===== config.mk =====
export PLATFORM = sky130hd
export DESIGN_NAME = tgn_queue
export DESIGN_NICKNAME = d
export VERILOG_FILES = /design/src/tgn_pkg.sv /design/src/tgn_queue.sv
export SDC_FILE = /design/constraint.sdc
export NUM_CORES = 1
export LEC_CHECK = 0
export BUFFER_PORTS_ARGS = -buffer_cell sky130_fd_sc_hd__buf_2
export CELL_PAD_IN_SITES_DETAIL_PLACEMENT = 0
export CELL_PAD_IN_SITES_GLOBAL_PLACEMENT = 2
export CORE_ASPECT_RATIO = 1.5
export CORE_UTILIZATION = 33
export CTS_CLUSTER_DIAMETER = 40
export CTS_CLUSTER_SIZE = 24
export DETAILED_ROUTE_END_ITERATION = 10
export PLACE_DENSITY = 0.72
export SLEW_MARGIN = 5
export SYNTH_ARGS = -nofsm -noshare
export SYNTH_HDL_FRONTEND = slang
export SYNTH_SLANG_ARGS = --single-unit

===== constraint.sdc =====
create_clock -name clk_i -period 7.75 [get_ports clk_i]
set_input_delay 1.55 -clock clk_i [delete_from_list [all_inputs] [get_ports clk_i]]
set_output_delay 1.55 -clock clk_i [all_outputs]
set_load 0.02 [all_outputs]

===== src/tgn_pkg.sv =====
`timescale 1ns / 1ps
`default_nettype none
package tgn_pkg;

  localparam int CoordW        = 24;
  localparam int CoordFracBits = 8;
  localparam int OutFracBits   = 14;
  localparam int IdxW          = CoordW - CoordFracBits;
  localparam int PeriodW       = 16;
  localparam int SeedW         = 32;
  localparam int CellW         = 4;
  localparam int NoiseW        = 16;
  localparam int QueueDepth    = 4;

  // Interior arithmetic widths
  localparam int ValW  = 20;
  localparam int ProdW = 40;

  localparam logic [31:0] HashMulX = 32'h6C50B47C;
  localparam logic [31:0] HashMulZ = 32'h9E3779B1;
  localparam logic [31:0] HashMul1 = 32'h85EBCA6B;
  localparam logic [31:0] HashMul2 = 32'hC2B2AE35;

  localparam int QOneInt  = 1 << OutFracBits;
  localparam int QDiagInt = ((7071 << OutFracBits) + 5000) / 10000;

  localparam logic signed [ValW-1:0] QOne     = ValW'(QOneInt);
  localparam logic signed [ValW-1:0] QDiag    = ValW'(QDiagInt);
  localparam logic signed [ValW-1:0] Fade15   = ValW'(15 * QOneInt);
  localparam logic signed [ValW-1:0] Fade10   = ValW'(10 * QOneInt);
  localparam logic signed [ProdW-1:0] RndHalf = ProdW'(1 << (OutFracBits - 1));

  typedef struct packed {
    logic [IdxW-1:0]        x0;
    logic [IdxW-1:0]        x1;
    logic [IdxW-1:0]        z0;
    logic [IdxW-1:0]        z1;
    logic [OutFracBits-1:0] dx;
    logic [OutFracBits-1:0] dz;
    logic [SeedW-1:0]       seed;
  } fe_item_t;

  function automatic logic [31:0] mul32(input logic [31:0] a, input logic [31:0] b);
    logic [63:0] p;
    p = a * b;
    return p[31:0];
  endfunction

  // Add one half and floor
  function automatic logic signed [ProdW-1:0] round_q(input logic signed [ProdW-1:0] v);
    logic signed [ProdW-1:0] w;
    w = v + RndHalf;
    return w >>> OutFracBits;
  endfunction

  // Gradient direction signs for the eight hash codes
  function automatic logic signed [1:0] grad_x(input logic [2:0] k);
    logic signed [1:0] s;
    unique case (k)
      3'd0, 3'd4, 3'd6: s = 2'sd1;
      3'd1, 3'd5, 3'd7: s = -2'sd1;
      default:          s = 2'sd0;
    endcase
    return s;
  endfunction

  function automatic logic signed [1:0] grad_z(input logic [2:0] k);
    logic signed [1:0] s;
    unique case (k)
      3'd2, 3'd4, 3'd5: s = 2'sd1;
      3'd3, 3'd6, 3'd7: s = -2'sd1;
      default:          s = 2'sd0;
    endcase
    return s;
  endfunction

endpackage
`default_nettype wire


===== src/tgn_queue.sv =====
`timescale 1ns / 1ps
`default_nettype none
module tgn_queue #(
  parameter int DEPTH = tgn_pkg::QueueDepth
) (
  input  wire                 clk_i,
  input  wire                 rst_ni,
  input  wire                 in_valid_i,
  output logic                in_ready_o,
  input  tgn_pkg::fe_item_t   in_item_i,
  output logic                out_valid_o,
  input  wire                 out_ready_i,
  output tgn_pkg::fe_item_t   out_item_o
);

  localparam int PtrW = (DEPTH > 1) ? $clog2(DEPTH) : 1;
  localparam int CntW = $clog2(DEPTH + 1);

  tgn_pkg::fe_item_t mem_q [DEPTH];
  logic [PtrW-1:0] wr_q, wr_d, rd_q, rd_d;
  logic [CntW-1:0] cnt_q, cnt_d;
  logic push, pop;

  assign in_ready_o  = (cnt_q != CntW'(DEPTH));
  assign out_valid_o = (cnt_q != '0);
  assign out_item_o  = mem_q[rd_q];
  assign push = in_valid_i && in_ready_o;
  assign pop  = out_valid_o && out_ready_i;

  // Advance pointers and count
  always_comb begin
    wr_d  = wr_q;
    rd_d  = rd_q;
    cnt_d = cnt_q;
    if (push) begin
      wr_d = (wr_q == PtrW'(DEPTH - 1)) ? '0 : wr_q + 1'b1;
    end
    if (pop) begin
      rd_d = (rd_q == PtrW'(DEPTH - 1)) ? '0 : rd_q + 1'b1;
    end
    if (push && !pop) begin
      cnt_d = cnt_q + 1'b1;
    end else if (pop && !push) begin
      cnt_d = cnt_q - 1'b1;
    end
  end

  always_ff @(posedge clk_i or negedge rst_ni) begin
    if (!rst_ni) begin
      wr_q  <= '0;
      rd_q  <= '0;
      cnt_q <= '0;
    end else begin
      wr_q  <= wr_d;
      rd_q  <= rd_d;
      cnt_q <= cnt_d;
    end
  end

  // Store item
  always_ff @(posedge clk_i) begin
    if (push) begin
      mem_q[wr_q] <= in_item_i;
    end
  end

endmodule
`default_nettype wire


==> metrics.md, run 1 <==
| Metric | Value |
|---|---|
| Worst IR Drop VDD | `~0.3 mV` |
| Status | `finished, final reports clean` |
| Post-CTS sizing | `0` |
| # port buffers | `approximately 250` |
| Final #Nets | `1,107` |
| CP top delay family | `flip-flops` |
| Final hold vios | `0` |
| Postcts setup bufs | `0` |
| Root Driver | `clkbuf_16` |
| Synth Net Count | `820` |
| RePlAce Congestion | `between 0.6 and 0.7` |
| Clock Skews | `between 0.02 and 0.025 ns` |
| FP Rows | `between 100 and 150` |
| Mapped Area | `~0.018 sq mm` |
| PD cells | `around 410 mW/mm^2` |
| CTS Buffer Depth | `3` |
| Startpoint Class | `register` |
| WS Path Type | `reg -> out` |
| Die area | `0.0564 sq mm` |
| Die W | `between 150 and 200 um` |
| Crit-path max FO | `80` |
| Post-route minimum period | `about 4.7 ns` |
| Ports | `254` |
| CTS H-Tree Depth | `2` |
| Final Cycle Share | `between 60% and 70%` |
| Final WL | `roughly 37 mm` |
| Crit-path cells | `buf_12, mux4_2, buf_2` |
| WL/cell | `roughly 22 um` |
| Top post-synthesis cells by area | `edfxtp_1 (81%), mux4_2 (15%), dfrtp_1 (0.96%)` |
| Setup_tns | `0 ns` |
| Slew HR | `around a third` |
| Total core area | `~0.055 sq mm` |
| Area grow syn2layout | `21.0%` |
| Vias in the first global route | `8,940` |
| Chip height | `290 um` |
| Post-route DRC | `0` |
| Vias/cell | `~4.7` |
| Post-CTS Hold Fix Bufs | `0` |
| Mapped Cells | `roughly 690` |
| 1st-iter DRT viols | `between 300 and 400` |
| Layout cells sized above 1 | `47.9%` |
| CTS sink cnt | `roughly 500` |
| Hold crit path type | `reg -> reg` |
| Syn Area/Cell | `roughly 27 sq um` |
| Initial antenna violation count | `7` |
| Yosys reg bits | `between 500 and 600` |
| Number of fill cells | `about 4,800` |
| Insertion delay to the later sink of the worst-skew pair | `between 0.5 and 0.6 ns` |
| Detail Placement HPWL | `between 20 and 25 mm` |
| WHS | `between 0.5 and 0.6 ns` |
| CP required | `6.20 ns` |
| Crit. End Element | `primary output` |
| Pre-Repair DR Iteration Count | `4` |
| Synth area leader | `edfxtp_1` |
| Sequential area share after synthesis | `a little over 80%` |
| Leak Pwr | `between 7 and 8 nW` |
| Max Fclk | `roughly 210 MHz` |
| GRT Total Usage | `roughly an eighth` |
| Unrepaired setup endpoints after global routing | `false` |
| Worst slew pin tran | `just over 1 ns` |
| Final Setup Violations | `0` |
| Grt total ovfl | `0` |
| Cell at the slowest stage of the critical path | `dfrtp_4` |
| Via Count | `8,131` |
| First-pass GRT wire length | `~56 mm` |
| ANT nets after route | `0` |
| CTS tree | `done` |
| Area share of the largest cell type after synthesis | `between 80% and 90%` |
| Largest net degree at the start of global routing | `81` |
| Yosys warning count | `0` |
| Initial Util | `about a third` |
| CTS Buf Count | `a little under 50` |
| Buf/Inv on CP | `2` |
| Arr. time, crit path | `~3.2 ns` |
| Largest stage delay, worst path | `between 1 and 1.5 ns` |
| Yosys cell types | `18` |
| Fin. max-slew vios | `0` |
| Max cap viols | `0` |
| Worst-path clk slew | `roughly 0.06 ns` |
==> cells by family after synthesis <==
family,Yosys count,synth area share [%]
buffers and inverters,31,1.01
muxes,129,15.6
and+or+nand+nor,11,0.294
DFF,503,82.4
AOI/OAI and AO/OA,1,0.0411
xor gates and xnor gates,3,0.144
adders and majority gates,7,0.520
==> cell usage in the layout, fill, tap and decap left out, drive strengths merged, types with 5 or more instances in the layout <==
cell	Yosys	layout
edfxtp	496	496
buf	22	264
mux4	124	124
clkbuf	6	53
clkinv	0	19
inv	3	19
dfrtp	7	7
ha	6	6
diode	0	5
mux2	5	5
==> synth_stat cells (all sizes together) <==
cell and instances:
or3 1, mux4 124, fa 1, buf 22, dfrtp 7, edfxtp 496, a21boi 1, clkbuf 6
and2 4, inv 3, xor2 2, nand2 2, nor2 4, xnor2 1, ha 6, mux2 5
==> final timing paths <==
check | from | to | slack [ns] | cells past startpoint
hold reg to reg | cnt_q[2]$_DFFE_PN0P_ | cnt_q[2]$_DFFE_PN0P_ | 0.52 | 1
hold / removal | cnt_q[2]$_DFFE_PN0P_ | cnt_q[2]$_DFFE_PN0P_ | 0.52 | 1
setup reg to reg | cnt_q[0]$_DFFE_PN0P_ | mem_q[1][2]$_DFFE_PP_ | 4.78 | 4
max in group asynchronous | rst_ni | rd_q[0]$_DFFE_PN0P_ | 6.76 | 1
setup / recovery | rd_q[0]$_DFFE_PN0P_ | out_item_o[112] | 3.03 | 3
min in group asynchronous | rst_ni | wr_q[0]$_DFFE_PN0P_ | 0.81 | 1
==> worst reg2reg max path: cells and delay by family (launching register included) <==
| kind | cells | cell delay, ns |
|---|---|---|
| compound gates | 1 | 0.47 |
| buf+inv | 1 | 0.71 |
| flops | 1 | 0.43 |
| simple gates | 2 | 0.97 |
==> final cells by class <==
cell class / count / area (sq um) / share of cell area (%)
Clock buffer: 53 / 1280 / 5.80
Inverter: 3 / 11.3 / 0.0509
Timing Repair Buffer: 264 / 1360 / 6.16
Sequential cell: 503 / 15100 / 68.2
Multi-Input combinational cell: 151 / 3040 / 13.8
Tap cell: 695 / 870 / 3.93
Antenna cell: 5 / 12.5 / 0.0566
Clock inverter: 39 / 459 / 2.08
==> sequential cells by signal, indices dropped and copies added, names as in the netlist <==
signal / count
mem_q: 496
cnt_q: 3
rd_q: 2
wr_q: 2
==> stage by stage <==
step / total power [mW] / util, % / cells / instance area [sq um] / setup WS, ns
6_report: 8.96 / 40.5 / 1713 / 22100 / 3.03
3_3_place_gp: 6.61 / 37.3 / 1616 / 20400 / 3.43
4_1_cts: 9.14 / 40.4 / 1708 / 22100 / 2.78
3_5_place_dp: 6.65 / 37.3 / 1616 / 20400 / 3.41
5_1_grt: 9.36 / 40.5 / 1713 / 22100 / 2.72
2_1_floorplan: 5.72 / - / 685 / 18300 / 2.45
==> power breakdown <==
group	switching [mW]	internal, mW
sequential	0.242	3.59
clock	1.13	1.34
combinational	1.59	1.06
total	2.96	5.99
==> metal layers <==
metal | global-route usage (%) | routed length (um)
met5 | 0 | 13
met4 | 5.67 | 1080
met2 | 24.8 | 20400
met1 | 14.6 | 14000
met3 | 2.63 | 1570
Note: power is estimated with default switching activity, not from simulation.
==> inputs of run 2 (changes only) <==
==> constraint.sdc (replaced) <==
create_clock -name clk_i -period 4.5 [get_ports clk_i]
set_input_delay 0.9 -clock clk_i [delete_from_list [all_inputs] [get_ports clk_i]]
set_output_delay 0.9 -clock clk_i [all_outputs]
set_load 0.02 [all_outputs]
==> metrics.md, run 2 (synthesis gave the netlist of run 1 again) <==
| Metric | Value |
|---|---|
| Unrepaired setup endpoints after global routing | `false` |
| Worst-path clk slew | `0.07 ns (about the same)` |
| RePlAce Congestion | `0.686 (-0.88%)` |
| Root Driver | `clkbuf_16` |
| Pre-CTS setup slack | `1.35 ns (-2.06 ns)` |
| Max cap viols | `0 (unchanged)` |
| Area grow syn2layout | `21.6%` |
| Layout cells sized above 1 | `48.2% (+0.35 points)` |
| Postcts setup bufs | `0 (unchanged)` |
| Status | `finished, final reports clean` |
| ANT nets after route | `0 (unchanged)` |
| Crit-path max FO | `27 (-66%)` |
| Setup_tns | `0 ns (unchanged)` |
| Startpoint Class | `register` |
| Die W | `194 um (unchanged)` |
| Post-route minimum period | `3.60 ns` |
| Fin util | `40.7% (+0.21 points)` |
| Chip height | `290 um (unchanged)` |
| CP Launch Point | `rd_q[0]$_DFFE_PN0P_` |
| Post-CTS sizing | `0 (unchanged)` |
| Area post-placement | `0.0205 sq mm (+0.68%)` |
| Worst IR Drop VDD | `0.431 mV (+44%)` |
| # port buffers | `253 (unchanged)` |
| Final instance area | `0.0222 sq mm (+0.53%)` |
| Largest net degree at the start of global routing | `81 (unchanged)` |
| Largest register FFs | `496 (unchanged)` |
| CTS Buffer Depth | `3 (unchanged)` |
| Pre-Repair DR Iteration Count | `4 (unchanged)` |
| RR Startpoint | `cnt_q[0]$_DFFE_PN0P_` |
| Initial antenna violation count | `4 (-3)` |
| Worst slew pin tran | `0.684 ns (-0.333 ns)` |
| FP Rows | `105 (unchanged)` |
| Hold crit path type | `in -> async` |
| Via Count | `8,102 (-0.36%)` |
| Final Cycle Share | `80.1%` |
| Die area | `0.0564 sq mm (unchanged)` |
| CTS tree | `done` |
| WS Path Type | `reg -> out` |
| Final hold vios | `0 (unchanged)` |
| Clock Skews | `0.0278 ns (+0.00434 ns)` |
| Most flop-heavy register | `mem_q` |
| CTS H-Tree Depth | `2 (unchanged)` |
| CTS sink cnt | `503 (unchanged)` |
| CP required | `3.60 ns (-2.60 ns)` |
| WHS | `0.177 ns (-0.344 ns)` |
| Final Setup Violations | `0 (unchanged)` |
| Overall Power | `15.5 mW (+73%)` |
| Most frequent cells in the layout | `edfxtp_1 (496), buf_2 (253), mux4_2 (124)` |
| Max Fclk | `~280 MHz` |
| Final #Nets | `1,112 (+0.45%)` |
| Reg-to-reg endpoint | `mem_q[0][35]$_DFFE_PP_` |
| Initial Util | `33.5% (unchanged)` |
| Commonest non-fill, non-tap cell in the layout | `edfxtp_1` |
| Post-route DRC | `0 (unchanged)` |
| Setup WS post-layout | `0.896 ns (-2.14 ns)` |
| Vias in the first global route | `8,866 (-0.83%)` |
| R2R depth | `4 (unchanged)` |
| 1st-iter DRT viols | `356 (+5.3%)` |
| Detail Placement HPWL | `22.3 mm (+0.28%)` |
| Placed Instances | `1,621 (+0.31%)` |
| Insertion delay to the later sink of the worst-skew pair | `0.59 ns (about the same)` |
| GRT Total Usage | `13.3% (-0.037 points)` |
| Crit. End Element | `primary output` |
| Fin. max-slew vios | `0 (unchanged)` |
| Leak Pwr | `7.48 nW (+0.61%)` |
| WL/cell | `21.6 um (about the same)` |
| PD cells | `695 mW/mm^2 (+72%)` |
| Ports | `254 (unchanged)` |
| Grt total ovfl | `0 (unchanged)` |
| CTS Buf Count | `49 (unchanged)` |
| Final WL | `37.0 mm (about the same)` |
| CP endpoint | `out_item_o[70]` |
| Slew HR | `54.4% (+22 points)` |
| Post-CTS Hold Fix Bufs | `0 (unchanged)` |
| Largest registers | `mem_q: 496 flops, cnt_q: 3 flops` |
| N_diodes | `0 (-5)` |
| Arr. time, crit path | `2.70 ns (-0.47 ns)` |
| First-pass GRT wire length | `55.6 mm (about the same)` |
| Total core area | `0.0547 sq mm (unchanged)` |
| Vias/cell | `4.73 (-0.36%)` |
| R2R Setup Slk | `2.00 ns (-2.78 ns)` |
| Final non-filler cell total | `1,713 (unchanged)` |
## run 2: cell count changes in the layout (fill, tap and decap cells not counted), sizes merged
cell      change
buf           +5
clkinv        -2
clkinvlp      +1
diode         -5
clkbuf        +1
## run 2: cell type report
cell class                      count  area (sq um)
Multi-Input combinational cell    151          3040
Clock inverter                     38           447
Clock buffer                       54          1290
Inverter                            3          11.3
Tap cell                          695           870
Sequential cell                   503         15100
Timing Repair Buffer              269          1500
Fill cell                        4810         32400
## run 2: how the worst min path moves through the flow
stage                               from              endpoint  slack (ns)  cells past startpoint
global placement    cnt_q[2]$_DFFE_PN0P_  cnt_q[2]$_DFFE_PN0P_        0.51                      1
global route                      rst_ni   wr_q[1]$_DFFE_PN0P_        0.15                      1
CTS                               rst_ni   wr_q[1]$_DFFE_PN0P_        0.14                      1
finish                            rst_ni   wr_q[1]$_DFFE_PN0P_        0.18                      1
detailed placement  cnt_q[2]$_DFFE_PN0P_  cnt_q[2]$_DFFE_PN0P_        0.51                      1
floorplan           cnt_q[2]$_DFFE_PN0P_  cnt_q[2]$_DFFE_PN0P_        0.48                      1
## run 2: report_power, final
| part | switching (mW) | internal [mW] | leakage (nW) |
|---|---|---|---|
| clock | 1.94 | 2.31 | 0.839 |
| combinational | 2.84 | 1.90 | 2.02 |
| sequential | 0.288 | 6.18 | 4.62 |
## run 2: critical path, cell delays in order (launching register included)
cell     delay (ns)
dfrtp_4        0.80
buf_4          0.51
mux4_2         0.58
buf_2          0.18
## run 2: layer usage
metal / vias to the layer above / routed length, um / GRT usage [%] / part of all wire [%]
li1: 3563 / - / - / -
met1: 4261 / 13700 / 14.5 / 37
met2: 209 / 20300 / 24.6 / 55
met3: 61 / 2250 / 3.63 / 6.1
met4: 8 / 827 / 4.43 / 2.2
met5: - / 52 / 0 / 0.14
==> inputs of run 3 (changes only) <==
--- a/config.mk
+++ b/config.mk
@@ -13,7 +13,7 @@
 export CTS_CLUSTER_DIAMETER = 40
 export CTS_CLUSTER_SIZE = 24
 export DETAILED_ROUTE_END_ITERATION = 10
-export PLACE_DENSITY = 0.72
+export PLACE_DENSITY = 0.74
 export SLEW_MARGIN = 5
 export SYNTH_ARGS = -nofsm -noshare
 export SYNTH_HDL_FRONTEND = slang
==> constraint.sdc (replaced) <==
create_clock -name clk_i -period 3.2 [get_ports clk_i]
set_input_delay 0.64 -clock clk_i [delete_from_list [all_inputs] [get_ports clk_i]]
set_output_delay 0.64 -clock clk_i [all_outputs]
set_load 0.02 [all_outputs]
==> metrics.md, run 3 (synthesis gave the netlist of run 1 again) <==
| Metric | Value |
|---|---|
| Status | `finished, final reports clean` |
| Post-route DRC | `0 (unchanged)` |
| CTS H-Tree Depth | `2 (unchanged)` |
| Fin util | `41.0% (+0.37 points)` |
| Insertion delay to the later sink of the worst-skew pair | `0.59 ns (about the same)` |
| Via Count | `8,211 (+1.3%)` |
| Die W | `194 um (unchanged)` |
| Overall Power | `22.2 mW (+43%)` |
| Placed Instances | `1,627 (+0.37%)` |
| Worst slew pin tran | `0.593 ns (-0.0905 ns)` |
| CP top delay family | `flip-flops` |
| FP Rows | `105 (unchanged)` |
| Crit-path max FO | `33 (+22%)` |
| Worst-path clk slew | `0.07 ns (about the same)` |
| GRT Total Usage | `13.3% (+0.051 points)` |
| Startpoint Class | `register` |
| Die area | `0.0564 sq mm (unchanged)` |
| Post-route minimum period | `approximately 3 ns` |
| Final hold vios | `0 (unchanged)` |
| Layout cells sized above 1 | `49.0% (+0.75 points)` |
| Initial antenna violation count | `7 (+3)` |
| Reg-to-reg endpoint | `cnt_q[2]$_DFFE_PN0P_` |
| Cell at the slowest stage of the critical path | `dfrtp_4` |
| Worst hold path cell count | `1` |
| Root Driver | `clkbuf_16` |
| RR Startpoint | `cnt_q[0]$_DFFE_PN0P_` |
| Vias in the first global route | `9,099 (+2.6%)` |
| Worst IR Drop VDD | `0.518 mV (+20%)` |
| WL/cell | `21.4 um (-1.1%)` |
| RePlAce Congestion | `0.692 (+0.89%)` |
| Arr. time, crit path | `2.33 ns (-0.37 ns)` |
| Final #Nets | `1,122 (+0.90%)` |
| Initial Util | `33.5% (unchanged)` |
| Final Setup Violations | `0 (unchanged)` |
| Buf/Inv on CP | `2 (unchanged)` |
| Crit. End Element | `primary output` |
| Hold crit path type | `in -> reg` |
| CTS tree | `done` |
| Leak Pwr | `7.58 nW (+1.4%)` |
| Total core area | `0.0547 sq mm (unchanged)` |
| Final WL | `36.9 mm (-0.37%)` |
| Detail Placement HPWL | `22.3 mm (+0.13%)` |
| Setup WS post-layout | `0.226 ns (-0.670 ns)` |
| CTS sink cnt | `503 (unchanged)` |
| # port buffers | `253 (unchanged)` |
| R2R depth | `8 (+4)` |
| Pre-Repair DR Iteration Count | `4 (unchanged)` |
| Pre-CTS setup slack | `0.763 ns (-0.582 ns)` |
| Largest register FFs | `496 (unchanged)` |
| Commonest non-fill, non-tap cell in the layout | `edfxtp_1` |
| Final non-filler cell total | `1,725 (+0.70%)` |
| 1st-iter DRT viols | `421 (+18%)` |
| Largest net degree at the start of global routing | `84 (+3.7%)` |
| Vias/cell | `4.76 (+0.64%)` |
| Clock Skews | `0.0218 ns (-0.00599 ns)` |
| R2R Setup Slk | `1.01 ns (-0.99 ns)` |
| Slew HR | `60.5% (+6.0 points)` |
| Setup_tns | `0 ns (unchanged)` |
| CP Launch Point | `rd_q[0]$_DFFE_PN0P_` |
| First-pass GRT wire length | `55.9 mm (+0.52%)` |
| Most frequent cells in the layout | `edfxtp_1 (496), buf_2 (253), mux4_2 (124)` |
| CP endpoint | `out_item_o[85]` |
| CP required | `2.56 ns (-1.04 ns)` |
| Area grow syn2layout | `22.7%` |
| PD cells | `988 mW/mm^2 (+42%)` |
| Largest registers | `mem_q: 496 flops, cnt_q: 3 flops` |
| Final Cycle Share | `between 90% and 100%` |
| ANT nets after route | `0 (unchanged)` |
| CTS Buf Count | `52 (+6.1%)` |
| Ports | `254 (unchanged)` |
| Max Fclk | `336 MHz` |
| Largest stage delay, worst path | `0.66 ns (-0.14 ns)` |
| WS Path Type | `reg -> out` |
| Grt total ovfl | `0 (unchanged)` |
| Unrepaired setup endpoints after global routing | `false` |
| Fin. max-slew vios | `0 (unchanged)` |
| CTS Buffer Depth | `3 (unchanged)` |
| Critical Path Stages | `3 (unchanged)` |
| Max cap viols | `0 (unchanged)` |
| Most flop-heavy register | `mem_q` |
| Crit-path cells | `buf_12, mux4_2, buf_2` |
| Chip height | `290 um (unchanged)` |
==> run 3: changes by cell type in the layout (fill, tap and decap cells not counted), sizes merged <==
cell | previous run | this run
clkinv | 17 | 18
inv | 19 | 21
clkinvlp | 3 | 2
bufinv | 2 | 3
diode | 0 | 1
clkbuf | 54 | 55
dlygate4sd3 | 0 | 1
buf | 269 | 275
==> run 3: how the worst min path moves through the flow <==
stage,slack [ns],start,endpoint
floorplan,0.34,rst_ni,cnt_q[0]$_DFFE_PN0P_
detailed placement,0.50,cnt_q[2]$_DFFE_PN0P_,cnt_q[2]$_DFFE_PN0P_
global placement,0.50,cnt_q[2]$_DFFE_PN0P_,cnt_q[2]$_DFFE_PN0P_
CTS,0.21,in_item_i[10],mem_q[3][10]$_DFFE_PP_
finish,0.26,in_item_i[22],mem_q[2][22]$_DFFE_PP_
global route,0.22,in_item_i[10],mem_q[3][10]$_DFFE_PP_
==> run 3: repair_timing <==
| item | CTS | global route |
|---|---|---|
| resized for setup | 0 | 0 |
| hold endpoints to repair | 7 | 0 |
| setup buffers | 0 | 0 |
| hold buffers | 1 | 0 |
==> run 3: final cells by class <==
cell class,count,area [sq um]
flip-flops and latches,503,15100
inverters,3,11.3
well taps,695,870
repair buffers,276,1590
clock inverters,41,507
clock buffers,55,1330
diodes,1,2.50
multi-input cells,151,3040
fillers,4806,32200
==> run 3: report_power, final <==
part,internal [mW],switching (mW)
clock,3.47,2.82
sequential,8.68,0.331
combinational,2.76,4.10
==> run 3: per-stage QoR <==
step	area [sq um]	hold WS (ns)
5_1_grt	22400	0.222
3_3_place_gp	20600	0.502
2_1_floorplan	18300	0.344
3_5_place_dp	20600	0.504
4_1_cts	22400	0.215
6_report	22400	0.261
==> run 3: per-layer routing <==
| metal | global-route usage [%] | vias up | part of all wire, % |
|---|---|---|---|
| met1 | 14.7 | 4338 | 38 |
| met4 | 5.01 | 10 | 2.8 |
| met2 | 24.1 | 206 | 54 |
| li1 | - | 3593 | - |
| met3 | 3.82 | 64 | 5.8 |
| met5 | 0 | - | 0.20 |
